<file path="config.mk">
export PLATFORM = sky130hd
export DESIGN_NAME = alternating_bit_sender
export DESIGN_NICKNAME = d
export VERILOG_FILES = /design/src/design/abs_pkg.sv /design/src/design/abs_front.sv /design/src/design/abs_cmd_fifo.sv /design/src/design/abs_back.sv /design/src/design/alternating_bit_sender.sv
export SDC_FILE = /design/constraint.sdc
export NUM_CORES = 1
export LEC_CHECK = 0
export ABC_AREA = 1
export ABC_CLOCK_PERIOD_IN_PS = 6200
export BUFFER_PORTS_ARGS = -buffer_cell sky130_fd_sc_hd__buf_2
export CAP_MARGIN = 20
export CELL_PAD_IN_SITES_DETAIL_PLACEMENT = 0
export CELL_PAD_IN_SITES_GLOBAL_PLACEMENT = 2
export CORE_UTILIZATION = 35
export CTS_CLUSTER_SIZE = 30
export DETAILED_ROUTE_END_ITERATION = 8
export PLACE_DENSITY_LB_ADDON = 0.1
export SETUP_SLACK_MARGIN = 0.05
export SLEW_MARGIN = 20
export SYNTH_ARGS = -nofsm -noshare
export SYNTH_HDL_FRONTEND = slang
export SYNTH_HIERARCHICAL = 1
export SYNTH_SLANG_ARGS = --single-unit
</file>
<file path="constraint.sdc">
create_clock -name clk -period 6.2 [get_ports clk]
set_input_delay 0.93 -clock clk [delete_from_list [all_inputs] [get_ports clk]]
set_output_delay 0.93 -clock clk [all_outputs]
set_load 0.05 [all_outputs]
</file>
<file path="src/design/abs_pkg.sv">
// Shared types and constants for the alternating-bit sender.
// Used by abs_front, abs_cmd_fifo, abs_back and alternating_bit_sender.
package abs_pkg;

    localparam int MSG_BYTES_DEF = 20;
    localparam int CFG_ADDR_W    = 3;
    localparam logic [15:0] TIMEOUT_RESET = 16'd20;
    localparam logic CFG_IDX_TIMEOUT = 1'b0;

    typedef enum logic [1:0] {
        REQ_MSG  = 2'd0,
        REQ_RX   = 2'd1,
        REQ_TICK = 2'd2
    } req_t;

    typedef enum logic [1:0] {
        KIND_BYTE    = 2'd0,
        KIND_REJECT  = 2'd1,
        KIND_ACK     = 2'd2,
        KIND_DISCARD = 2'd3
    } kind_t;

    // One unit of work for the back end: a whole packet or a single status.
    typedef struct packed {
        logic        is_emit;
        kind_t       kind;
        logic        retx;
        logic        bank;
        logic        seq;
        logic        ack;
        logic [31:0] checksum;
    } cmd_t;

endpackage

</file>
<file path="src/design/abs_front.sv">
// Front end of the alternating-bit sender: accepts and classifies transactions,
// keeps the protocol state and pushes commands. Depends on abs_pkg.
module abs_front #(
    parameter  int MSG_BYTES = abs_pkg::MSG_BYTES_DEF,
    localparam int IDX_W     = (MSG_BYTES > 1) ? $clog2(MSG_BYTES) : 1
) (
    input  logic                clk,
    input  logic                rst_n,
    input  logic                in_valid,
    output logic                in_stall,
    input  logic [1:0]          req_type,
    input  logic [7:0]          in_byte,
    input  logic signed [31:0]  in_seq,
    input  logic signed [31:0]  in_ack,
    input  logic signed [31:0]  in_checksum,
    input  logic [15:0]         timeout_ticks,
    input  logic                fifo_full,
    input  logic [1:0]          bank_busy,
    output logic                push,
    output abs_pkg::cmd_t       push_cmd,
    output logic                wr_en,
    output logic [IDX_W:0]      wr_addr,
    output logic [7:0]          wr_data
);
    import abs_pkg::*;

    localparam logic [IDX_W-1:0] IDX_LAST = IDX_W'(MSG_BYTES - 1);

    logic             waiting_ack_reg, waiting_ack_next;
    logic             send_seq_reg, send_seq_next;
    logic             expect_ack_reg, expect_ack_next;
    logic             timer_running_reg, timer_running_next;
    logic [15:0]      timer_count_reg, timer_count_next;
    logic [IDX_W-1:0] stage_idx_reg, stage_idx_next;
    logic [31:0]      stage_sum_reg, stage_sum_next;
    logic             stage_bank_reg, stage_bank_next;
    logic             sent_bank_reg, sent_bank_next;
    logic             sent_seq_reg, sent_seq_next;
    logic             sent_ack_reg, sent_ack_next;
    logic [31:0]      sent_chk_reg, sent_chk_next;
    logic [IDX_W-1:0] rx_idx_reg, rx_idx_next;
    logic [31:0]      rx_sum_reg, rx_sum_next;

    logic        accept;
    logic [31:0] byte_sext;
    logic [31:0] stage_sum_new;
    logic [31:0] rx_sum_new;
    logic [31:0] pkt_chk;
    logic        rx_ok;

    always_comb begin
        byte_sext     = {{24{in_byte[7]}}, in_byte};
        stage_sum_new = stage_sum_reg + byte_sext;
        rx_sum_new    = rx_sum_reg + byte_sext;
        pkt_chk       = stage_sum_new + {31'b0, send_seq_reg} + {31'b0, ~expect_ack_reg};
        rx_ok         = waiting_ack_reg && (in_ack == {31'b0, expect_ack_reg})
                        && ((in_seq + in_ack + rx_sum_new) == in_checksum);
        // Hold message bytes while the staging bank is still read for a packet.
        in_stall      = fifo_full || ((req_type == REQ_MSG) && bank_busy[stage_bank_reg]);
        accept        = in_valid && !in_stall;
    end

    always_comb begin
        waiting_ack_next   = waiting_ack_reg;
        send_seq_next      = send_seq_reg;
        expect_ack_next    = expect_ack_reg;
        timer_running_next = timer_running_reg;
        timer_count_next   = timer_count_reg;
        stage_idx_next     = stage_idx_reg;
        stage_sum_next     = stage_sum_reg;
        stage_bank_next    = stage_bank_reg;
        sent_bank_next     = sent_bank_reg;
        sent_seq_next      = sent_seq_reg;
        sent_ack_next      = sent_ack_reg;
        sent_chk_next      = sent_chk_reg;
        rx_idx_next        = rx_idx_reg;
        rx_sum_next        = rx_sum_reg;
        push               = 1'b0;
        push_cmd           = '0;
        wr_en              = 1'b0;
        wr_addr            = {stage_bank_reg, stage_idx_reg};
        wr_data            = in_byte;

        if (accept) begin
            unique case (req_type)
                REQ_MSG:
                begin
                    wr_en = 1'b1;
                    if (stage_idx_reg == IDX_LAST) begin
                        stage_idx_next = '0;
                        stage_sum_next = '0;
                        push           = 1'b1;
                        if (waiting_ack_reg) begin
                            push_cmd.kind = KIND_REJECT;
                        end
                        else begin
                            push_cmd.is_emit   = 1'b1;
                            push_cmd.kind      = KIND_BYTE;
                            push_cmd.bank      = stage_bank_reg;
                            push_cmd.seq       = send_seq_reg;
                            push_cmd.ack       = ~expect_ack_reg;
                            push_cmd.checksum  = pkt_chk;
                            sent_bank_next     = stage_bank_reg;
                            sent_seq_next      = send_seq_reg;
                            sent_ack_next      = ~expect_ack_reg;
                            sent_chk_next      = pkt_chk;
                            stage_bank_next    = ~stage_bank_reg;
                            waiting_ack_next   = 1'b1;
                            send_seq_next      = ~send_seq_reg;
                            timer_running_next = 1'b1;
                            timer_count_next   = timeout_ticks;
                        end
                    end
                    else begin
                        stage_idx_next = stage_idx_reg + 1'b1;
                        stage_sum_next = stage_sum_new;
                    end
                end
                REQ_RX:
                begin
                    if (rx_idx_reg == IDX_LAST) begin
                        rx_idx_next = '0;
                        rx_sum_next = '0;
                        push        = 1'b1;
                        if (rx_ok) begin
                            push_cmd.kind      = KIND_ACK;
                            timer_running_next = 1'b0;
                            timer_count_next   = '0;
                            expect_ack_next    = ~expect_ack_reg;
                            waiting_ack_next   = 1'b0;
                        end
                        else begin
                            push_cmd.kind = KIND_DISCARD;
                        end
                    end
                    else begin
                        rx_idx_next = rx_idx_reg + 1'b1;
                        rx_sum_next = rx_sum_new;
                    end
                end
                REQ_TICK:
                begin
                    if (timer_running_reg) begin
                        if (timer_count_reg > 16'd1) begin
                            timer_count_next = timer_count_reg - 16'd1;
                        end
                        else begin
                            // Expired: reload and resend the stored packet.
                            timer_count_next  = timeout_ticks;
                            push              = 1'b1;
                            push_cmd.is_emit  = 1'b1;
                            push_cmd.kind     = KIND_BYTE;
                            push_cmd.retx     = 1'b1;
                            push_cmd.bank     = sent_bank_reg;
                            push_cmd.seq      = sent_seq_reg;
                            push_cmd.ack      = sent_ack_reg;
                            push_cmd.checksum = sent_chk_reg;
                        end
                    end
                end
                default:
                begin
                    push = 1'b0;
                end
            endcase
        end
    end

    always_ff @(posedge clk or negedge rst_n) begin
        if (!rst_n) begin
            waiting_ack_reg   <= 1'b0;
            send_seq_reg      <= 1'b0;
            expect_ack_reg    <= 1'b0;
            timer_running_reg <= 1'b0;
            timer_count_reg   <= '0;
            stage_idx_reg     <= '0;
            stage_sum_reg     <= '0;
            stage_bank_reg    <= 1'b0;
            sent_bank_reg     <= 1'b0;
            sent_seq_reg      <= 1'b0;
            sent_ack_reg      <= 1'b0;
            sent_chk_reg      <= '0;
            rx_idx_reg        <= '0;
            rx_sum_reg        <= '0;
        end
        else begin
            waiting_ack_reg   <= waiting_ack_next;
            send_seq_reg      <= send_seq_next;
            expect_ack_reg    <= expect_ack_next;
            timer_running_reg <= timer_running_next;
            timer_count_reg   <= timer_count_next;
            stage_idx_reg     <= stage_idx_next;
            stage_sum_reg     <= stage_sum_next;
            stage_bank_reg    <= stage_bank_next;
            sent_bank_reg     <= sent_bank_next;
            sent_seq_reg      <= sent_seq_next;
            sent_ack_reg      <= sent_ack_next;
            sent_chk_reg      <= sent_chk_next;
            rx_idx_reg        <= rx_idx_next;
            rx_sum_reg        <= rx_sum_next;
        end
    end

endmodule

</file>
<file path="src/design/abs_cmd_fifo.sv">
// Two-entry command queue between front and back end.
// Reports which packet banks its entries still refer to. Depends on abs_pkg.
module abs_cmd_fifo (
    input  logic          clk,
    input  logic          rst_n,
    input  logic          push,
    input  abs_pkg::cmd_t push_cmd,
    input  logic          pop,
    output logic          full,
    output logic          head_valid,
    output abs_pkg::cmd_t head_cmd,
    output logic [1:0]    bank_busy
);
    import abs_pkg::*;

    cmd_t       ent_reg [0:1];
    logic       wr_ptr_reg, wr_ptr_next;
    logic       rd_ptr_reg, rd_ptr_next;
    logic [1:0] count_reg, count_next;
    logic       do_pop;
    logic [1:0] occ;

    always_comb begin
        full       = (count_reg == 2'd2);
        head_valid = (count_reg != 2'd0);
        head_cmd   = ent_reg[rd_ptr_reg];
        do_pop     = pop && head_valid;

        occ[0] = full || (head_valid && (rd_ptr_reg == 1'b0));
        occ[1] = full || (head_valid && (rd_ptr_reg == 1'b1));
        bank_busy = '0;
        for (int i = 0; i < 2; i++) begin
            if (occ[i] && ent_reg[i].is_emit) begin
                bank_busy[ent_reg[i].bank] = 1'b1;
            end
        end

        wr_ptr_next = push ? ~wr_ptr_reg : wr_ptr_reg;
        rd_ptr_next = do_pop ? ~rd_ptr_reg : rd_ptr_reg;
        count_next  = count_reg + {1'b0, push} - {1'b0, do_pop};
    end

    always_ff @(posedge clk or negedge rst_n) begin
        if (!rst_n) begin
            wr_ptr_reg <= 1'b0;
            rd_ptr_reg <= 1'b0;
            count_reg  <= '0;
        end
        else begin
            wr_ptr_reg <= wr_ptr_next;
            rd_ptr_reg <= rd_ptr_next;
            count_reg  <= count_next;
        end
    end

    always_ff @(posedge clk) begin
        if (push) begin
            ent_reg[wr_ptr_reg] <= push_cmd;
        end
    end

endmodule

</file>
<file path="src/design/abs_back.sv">
// Back end of the alternating-bit sender: owns the two-bank packet memory,
// plays out commands and drives the output register. Depends on abs_pkg.
module abs_back #(
    parameter  int MSG_BYTES = abs_pkg::MSG_BYTES_DEF,
    localparam int IDX_W     = (MSG_BYTES > 1) ? $clog2(MSG_BYTES) : 1
) (
    input  logic                clk,
    input  logic                rst_n,
    input  logic                wr_en,
    input  logic [IDX_W:0]      wr_addr,
    input  logic [7:0]          wr_data,
    input  logic                fifo_valid,
    input  abs_pkg::cmd_t       fifo_head,
    output logic                pop,
    output logic [1:0]          bank_busy,
    output logic                out_valid,
    input  logic                out_stall,
    output logic [1:0]          out_kind,
    output logic [7:0]          out_byte,
    output logic                out_seq,
    output logic                out_ack,
    output logic signed [31:0]  out_checksum,
    output logic                out_retransmit,
    output logic                out_last
);
    import abs_pkg::*;

    localparam int               MEM_DEPTH = 2 << IDX_W;
    localparam logic [IDX_W-1:0] IDX_LAST  = IDX_W'(MSG_BYTES - 1);

    logic [7:0] mem [0:MEM_DEPTH-1];
    logic [7:0] rd_data_reg;

    logic             act_valid_reg;
    cmd_t             act_cmd_reg;
    logic [IDX_W-1:0] idx_reg;
    logic             s1_valid_reg;
    cmd_t             s1_cmd_reg;
    logic             s1_last_reg;
    logic             out_valid_reg;
    logic [1:0]       out_kind_reg;
    logic [7:0]       out_byte_reg;
    logic             out_seq_reg;
    logic             out_ack_reg;
    logic [31:0]      out_chk_reg;
    logic             out_retx_reg;
    logic             out_last_reg;

    logic             adv;
    logic             act_last;
    logic             take;
    logic             rd_en;
    logic [IDX_W:0]   rd_addr;

    always_comb begin
        adv      = !out_valid_reg || !out_stall;
        act_last = act_cmd_reg.is_emit ? (idx_reg == IDX_LAST) : 1'b1;
        take     = !act_valid_reg || (adv && act_last);
        pop      = take && fifo_valid;
        rd_en    = adv && act_valid_reg && act_cmd_reg.is_emit;
        rd_addr  = {act_cmd_reg.bank, idx_reg};

        bank_busy = '0;
        if (act_valid_reg && act_cmd_reg.is_emit) begin
            bank_busy[act_cmd_reg.bank] = 1'b1;
        end
    end

    always_ff @(posedge clk) begin
        if (wr_en) begin
            mem[wr_addr] <= wr_data;
        end
        if (rd_en) begin
            rd_data_reg <= mem[rd_addr];
        end
    end

    always_ff @(posedge clk or negedge rst_n) begin
        if (!rst_n) begin
            act_valid_reg <= 1'b0;
            idx_reg       <= '0;
            s1_valid_reg  <= 1'b0;
            out_valid_reg <= 1'b0;
        end
        else begin
            if (take) begin
                act_valid_reg <= fifo_valid;
                idx_reg       <= '0;
            end
            else if (adv) begin
                idx_reg <= idx_reg + 1'b1;
            end
            if (adv) begin
                s1_valid_reg  <= act_valid_reg;
                out_valid_reg <= s1_valid_reg;
            end
        end
    end

    always_ff @(posedge clk) begin
        if (take) begin
            act_cmd_reg <= fifo_head;
        end
        if (adv) begin
            s1_cmd_reg   <= act_cmd_reg;
            s1_last_reg  <= act_last;
            out_kind_reg <= s1_cmd_reg.kind;
            out_byte_reg <= s1_cmd_reg.is_emit ? rd_data_reg : 8'd0;
            out_seq_reg  <= s1_cmd_reg.seq;
            out_ack_reg  <= s1_cmd_reg.ack;
            out_chk_reg  <= s1_cmd_reg.checksum;
            out_retx_reg <= s1_cmd_reg.retx;
            out_last_reg <= s1_last_reg;
        end
    end

    assign out_valid      = out_valid_reg;
    assign out_kind       = out_kind_reg;
    assign out_byte       = out_byte_reg;
    assign out_seq        = out_seq_reg;
    assign out_ack        = out_ack_reg;
    assign out_checksum   = out_chk_reg;
    assign out_retransmit = out_retx_reg;
    assign out_last       = out_last_reg;

endmodule

</file>
<file path="src/design/alternating_bit_sender.sv">
// Top level of the alternating-bit sender: configuration register and the
// front end, command queue and back end. Depends on abs_pkg and abs_* modules.
//
//   channel  | direction | handshake               | payload
//   ---------+-----------+-------------------------+----------------------------------
//   input    | in        | in_valid / in_stall     | req_type in_byte in_seq in_ack
//            |           |                         | in_checksum
//   output   | out       | out_valid / out_stall   | out_kind out_byte out_seq out_ack
//            |           |                         | out_checksum out_retransmit
//            |           |                         | out_last
//   config   | in/out    | psel penable pwrite     | paddr pwdata prdata
//
// The front end takes one transaction per cycle while in_stall is low. A packet
// plays out as MSG_BYTES output transactions at one per cycle unless the output
// stalls, bounded by the single read port of the packet memory; a status result is
// one output transaction. Results pass the queue and the act, s1 and out registers.
// Reset is asynchronous and clears all control state; no memory clearing pass.
// The two-entry command queue lets the front keep accepting while the output
// is stalled; the front stalls when the queue is full, or on a message byte
// whose staging bank is still queued or being played out.
module alternating_bit_sender #(
    parameter int MSG_BYTES = abs_pkg::MSG_BYTES_DEF
) (
    input  logic                            clk,
    input  logic                            rst_n,
    // input channel
    input  logic                            in_valid,
    output logic                            in_stall,
    input  logic [1:0]                      req_type,
    input  logic [7:0]                      in_byte,
    input  logic signed [31:0]              in_seq,
    input  logic signed [31:0]              in_ack,
    input  logic signed [31:0]              in_checksum,
    // output channel
    output logic                            out_valid,
    input  logic                            out_stall,
    output logic [1:0]                      out_kind,
    output logic [7:0]                      out_byte,
    output logic                            out_seq,
    output logic                            out_ack,
    output logic signed [31:0]              out_checksum,
    output logic                            out_retransmit,
    output logic                            out_last,
    // configuration port
    input  logic                            psel,
    input  logic                            penable,
    input  logic                            pwrite,
    input  logic [abs_pkg::CFG_ADDR_W-1:0]  paddr,
    input  logic [31:0]                     pwdata,
    output logic [31:0]                     prdata,
    output logic                            pready
);
    import abs_pkg::*;

    localparam int IDX_W = (MSG_BYTES > 1) ? $clog2(MSG_BYTES) : 1;

    logic [15:0]    timeout_reg, timeout_next;
    logic           cfg_write;

    logic           push;
    cmd_t           push_cmd;
    logic           fifo_full;
    logic           fifo_valid;
    cmd_t           fifo_head;
    logic           pop;
    logic [1:0]     fifo_bank_busy;
    logic [1:0]     back_bank_busy;
    logic [1:0]     bank_busy;
    logic           wr_en;
    logic [IDX_W:0] wr_addr;
    logic [7:0]     wr_data;

    // Register index sits at paddr[2]; only the timeout register exists.
    always_comb begin
        pready       = 1'b1;
        cfg_write    = psel && penable && pwrite;
        timeout_next = timeout_reg;
        if (cfg_write && (paddr[2] == CFG_IDX_TIMEOUT)) begin
            timeout_next = pwdata[15:0];
        end
        prdata = (paddr[2] == CFG_IDX_TIMEOUT) ? {16'b0, timeout_reg} : 32'b0;
    end

    always_ff @(posedge clk or negedge rst_n) begin
        if (!rst_n) begin
            timeout_reg <= TIMEOUT_RESET;
        end
        else begin
            timeout_reg <= timeout_next;
        end
    end

    // A bank is busy while any queued or playing packet still reads it.
    assign bank_busy = fifo_bank_busy | back_bank_busy;

    abs_front #(
        .MSG_BYTES (MSG_BYTES)
    ) u_front (
        .clk           (clk),
        .rst_n         (rst_n),
        .in_valid      (in_valid),
        .in_stall      (in_stall),
        .req_type      (req_type),
        .in_byte       (in_byte),
        .in_seq        (in_seq),
        .in_ack        (in_ack),
        .in_checksum   (in_checksum),
        .timeout_ticks (timeout_reg),
        .fifo_full     (fifo_full),
        .bank_busy     (bank_busy),
        .push          (push),
        .push_cmd      (push_cmd),
        .wr_en         (wr_en),
        .wr_addr       (wr_addr),
        .wr_data       (wr_data)
    );

    abs_cmd_fifo u_fifo (
        .clk        (clk),
        .rst_n      (rst_n),
        .push       (push),
        .push_cmd   (push_cmd),
        .pop        (pop),
        .full       (fifo_full),
        .head_valid (fifo_valid),
        .head_cmd   (fifo_head),
        .bank_busy  (fifo_bank_busy)
    );

    abs_back #(
        .MSG_BYTES (MSG_BYTES)
    ) u_back (
        .clk            (clk),
        .rst_n          (rst_n),
        .wr_en          (wr_en),
        .wr_addr        (wr_addr),
        .wr_data        (wr_data),
        .fifo_valid     (fifo_valid),
        .fifo_head      (fifo_head),
        .pop            (pop),
        .bank_busy      (back_bank_busy),
        .out_valid      (out_valid),
        .out_stall      (out_stall),
        .out_kind       (out_kind),
        .out_byte       (out_byte),
        .out_seq        (out_seq),
        .out_ack        (out_ack),
        .out_checksum   (out_checksum),
        .out_retransmit (out_retransmit),
        .out_last       (out_last)
    );

endmodule
</file>
==> load_flow_metrics.sql <==
INSERT INTO impl_metrics (metric_group, metric, value, unit) VALUES
('run_status', 'status', 'finished, final reports clean', ''),
('layout', 'layout.cell_area.non_filler', '50460', 'µm²'),
('grt', 'track_usage', '20.10', '%'),
('power', 'internal_power', '15.34', 'mW'),
('critical_path', 'cpPeakStageDelay', '0.46', 'ns'),
('logic_synthesis', 'post_synth_inst_count', '4544', ''),
('clocking', 'cts-root-to-sink-buffers', '3', ''),
('sta', 'timing.max_slew.rel_slack', '28.99', '%'),
('grt', 'grt_first_pass_wirelength', '193000', 'µm'),
('placement', 'post-place-ws', '-0.3479', 'ns'),
('critical_path', 'critPathKind', 'input pin to flop', ''),
('clocking', 'clockRootBuffer', 'sky130_fd_sc_hd__clkbuf_16', ''),
('detailed_routing', 'finalWirelength', '126600', 'µm'),
('critical_path', 'timing.critical_path.fanout_max', '8', ''),
('placement', 'dp.cells', '6395', ''),
('critical_path', 'critPathSlowestCell', 'sky130_fd_sc_hd__fa_1', ''),
('power', 'power.clock.fraction', '21.4', '%'),
('critical_path', 'worstPathBufferInverterCount', '3', ''),
('layout', 'layout-drive-gt1-share', '12.34', '%'),
('critical_path', 'crit_path_start_kind', 'input pin', ''),
('power', 'vdd_drop_max', '372.0', 'µV'),
('floorplan', 'rows', '129', ''),
('detailed_routing', 'drc_violation_total_after_the_first_tritonroute_iteration', '1673', ''),
('clocking', 'worstSkewPairLatency', '0.70', 'ns'),
('clocking', 'htree_num_levels', '3', ''),
('logic_synthesis', 'synth_cell_type_count', '65', ''),
('layout', 'largest_register_ff_count', '512', ''),
('detailed_routing', 'detailedRoute.firstPassIterationCount', '5', ''),
('detailed_routing', 'post_drt_via_cell_ratio', '4.768', ''),
('logic_synthesis', 'synth_top_area_cell', 'sky130_fd_sc_hd__edfxtp_1', ''),
('grt', 'grt_start_max_net_pins', '145', ''),
('power', 'power.net_switching', '11.54', 'mW'),
('logic_synthesis', 'postSynthAreaPerCell', '9.607', 'µm²'),
('floorplan', 'die_area', '126100', 'µm²'),
('floorplan', 'fp.dieW', '355.2', 'µm'),
('logic_synthesis', 'synth_seq_area_share', '58.73', '%'),
('detailed_routing', 'ant_nets', '0', ''),
('logic_synthesis', 'portion_of_synthesized_cell_area_occupied_by_the_leading_cell_type', '49.67', '%'),
('power', 'power.combinational.fraction', '49.2', '%'),
('clocking', 'tritoncts', 'built', ''),
('detailed_routing', 'drc', '0', ''),
('layout', 'most-common-layout-cells', 'sky130_fd_sc_hd__nand2_1 (1194), sky130_fd_sc_hd__edfxtp_1 (722), sky130_fd_sc_hd__nor2_1 (508)', ''),
('logic_synthesis', 'yosysWarningCount', '6', ''),
('power', 'switching_fraction_of_total_power', '42.93', '%'),
('logic_synthesis', 'post_synth_main_area_contributors', 'sky130_fd_sc_hd__edfxtp_1 (50%), sky130_fd_sc_hd__nand2_1 (10%), sky130_fd_sc_hd__dfrtp_1 (8.9%)', ''),
('critical_path', 'cp_data_arrival_time', '6.17', 'ns'),
('placement', 'place_area', '47220', 'µm²'),
('sta', 'post-route-min-period', '5.627', 'ns'),
('sta', 'final_hold_viol_count', '0', ''),
('run', 'reported_max_cap_violation_count', '0', ''),
('layout', 'finalNonFillerCells', '6581', ''),
('critical_path', 'setup.worst_path.end_class', 'flop', ''),
('clocking', 'tritoncts.num_buffers', '99', ''),
('sta', 'finalSetupViolCount', '0', ''),
('clocking', 'cts_num_sinks', '880', ''),
('layout', 'final_common_cell', 'sky130_fd_sc_hd__nand2_1', ''),
('clocking', 'clkTransAtPathRegs', '0.06', 'ns'),
('layout', 'area_delta_synth_final', '15.60', '%'),
('floorplan', 'floorplan.initialDensity', '35.31', '%'),
('critical_path', 'crit_path_required_time', '6.74', 'ns'),
('power', 'sequentialPowerShare', '29.3', '%'),
('critical_path', 'crit_path_frequent_cell', 'sky130_fd_sc_hd__nand2_1', ''),
('placement', 'finalWeightedCongestion', '0.8190', ''),
('detailed_routing', 'drt-wirelength-per-cell', '19.24', 'µm'),
('logic_synthesis', 'synth.ff_latch_count', '880', ''),
('min_path', 'hold_class', 'input pin to async pin', ''),
('sta', 'slew_viol_final', '0', ''),
('sta', 'whs', '0.3708', 'ns'),
('layout', 'nNetsFinal', '5146', ''),
('floorplan', 'floorplan.die.height', '355.2', 'µm'),
('grt', 'grt_pass1_vias', '31270', '');
-- metal layers --
metal / track usage (%) / vias up / share of wire [%]
met1: 26.28 / 14930 / 45
met2: 35.72 / 500 / 50
met4: 4.276 / 0 / 1.9
li1: - / 15810 / -
met5: 0 / - / 0
met3: 2.210 / 140 / 3.0
-- stage by stage --
step | utilization (%) | total power [mW]
2_1_floorplan | - | 16.45
3_3_place_gp | 38.19 | 21.40
3_5_place_dp | 38.19 | 21.41
4_1_cts | 40.78 | 27.27
5_1_grt | 40.81 | 29.05
6_report | 40.82 | 26.88
-- layout make-up --
class | count | area, µm²
timing repair buffer | 384 | 2465
multi-input combinational | 3052 | 15430
sequential | 880 | 25640
tap | 1637 | 2048
clock inverter | 67 | 650.6
clock buffer | 118 | 2549
antenna | 1 | 2.502
fill | 12350 | 73170
inverter | 442 | 1669
-- synthesized netlist by cell type (all sizes together) --
| master | number |
|---|---|
| nand2 | 1206 |
| edfxtp | 722 |
| nor2 | 528 |
| inv | 437 |
| nand3 | 346 |
| o21ai | 324 |
| a21oi | 175 |
| dfrtp | 156 |
| buf | 118 |
| ha | 104 |
| xor2 | 70 |
| clkbuf | 67 |
| nand4 | 45 |
| nor3 | 42 |
| xnor2 | 40 |
| fa | 35 |
| o211ai | 24 |
| or2 | 13 |
| a21o | 12 |
| nor4 | 12 |
| a22o | 10 |
| o21bai | 9 |
| nand3b | 7 |
| a21boi | 5 |
| clkinv | 5 |
| o21a | 5 |
| a31oi | 4 |
| o221ai | 4 |
| a31o | 2 |
| conb | 2 |
| dfstp | 2 |
| nor3b | 2 |
| o31ai | 2 |
| a211oi | 1 |
| a221oi | 1 |
| a22oi | 1 |
| a311oi | 1 |
| a32o | 1 |
| and3 | 1 |
| o2111ai | 1 |
| o221a | 1 |
| o22ai | 1 |
-- power by group through the flow --
stage | registers (mW) | logic, mW | clock network, mW
after global placement | 8.00 | 13.4 | 0
final | 7.89 | 13.2 | 5.76
after CTS | 7.90 | 13.4 | 5.92
after floorplan | 8.24 | 8.21 | 0
after global routing | 7.99 | 14.9 | 6.13
after detailed placement | 8.02 | 13.4 | 0
-- cell families (layout without fill, tap and decap cells) --
logic type                 count (synthesis)  in the layout  share of synthesized area, %
other                                      2             18                       0.01720
adders and majority gates                139            139                         4.586
buffers and inverters                    627           1011                         6.223
and+or+nand+nor                         2202           2202                         20.88
AOI/OAI and AO/OA                        584            584                         7.289
xor gates and xnor gates                 110            110                         2.276
DFF                                      880            880                         58.73
-- repair_timing --
item	CTS	global route
gates resized for setup	0	14
setup buffers	0	0
setup endpoints to repair	0	20
-- final timing paths --
path	startpoint	to	slack [ns]	cells past startpoint
worst max-delay path	in_byte[0]	u_front/waiting_ack_reg$_DFFE_PN0P_	0.57	31
worst min-delay path	rst_n	timeout_reg[10]$_DFFE_PN0P_	0.37	1
worst max register to register	u_front/rx_sum_reg[0]$_DFFE_PN0P_	u_front/waiting_ack_reg$_DFFE_PN0P_	0.59	30
worst min register to register	u_back/act_cmd_reg[16]$_DFFE_PP_	u_back/s1_cmd_reg[16]$_DFFE_PN_	0.40	0
max in group asynchronous	rst_n	u_front/rx_sum_reg[8]$_DFFE_PN0P_	4.44	2
min in group clk	u_back/act_cmd_reg[16]$_DFFE_PP_	u_back/s1_cmd_reg[16]$_DFFE_PN_	0.40	0
No activity file was read; power rests on OpenSTA's default activity.
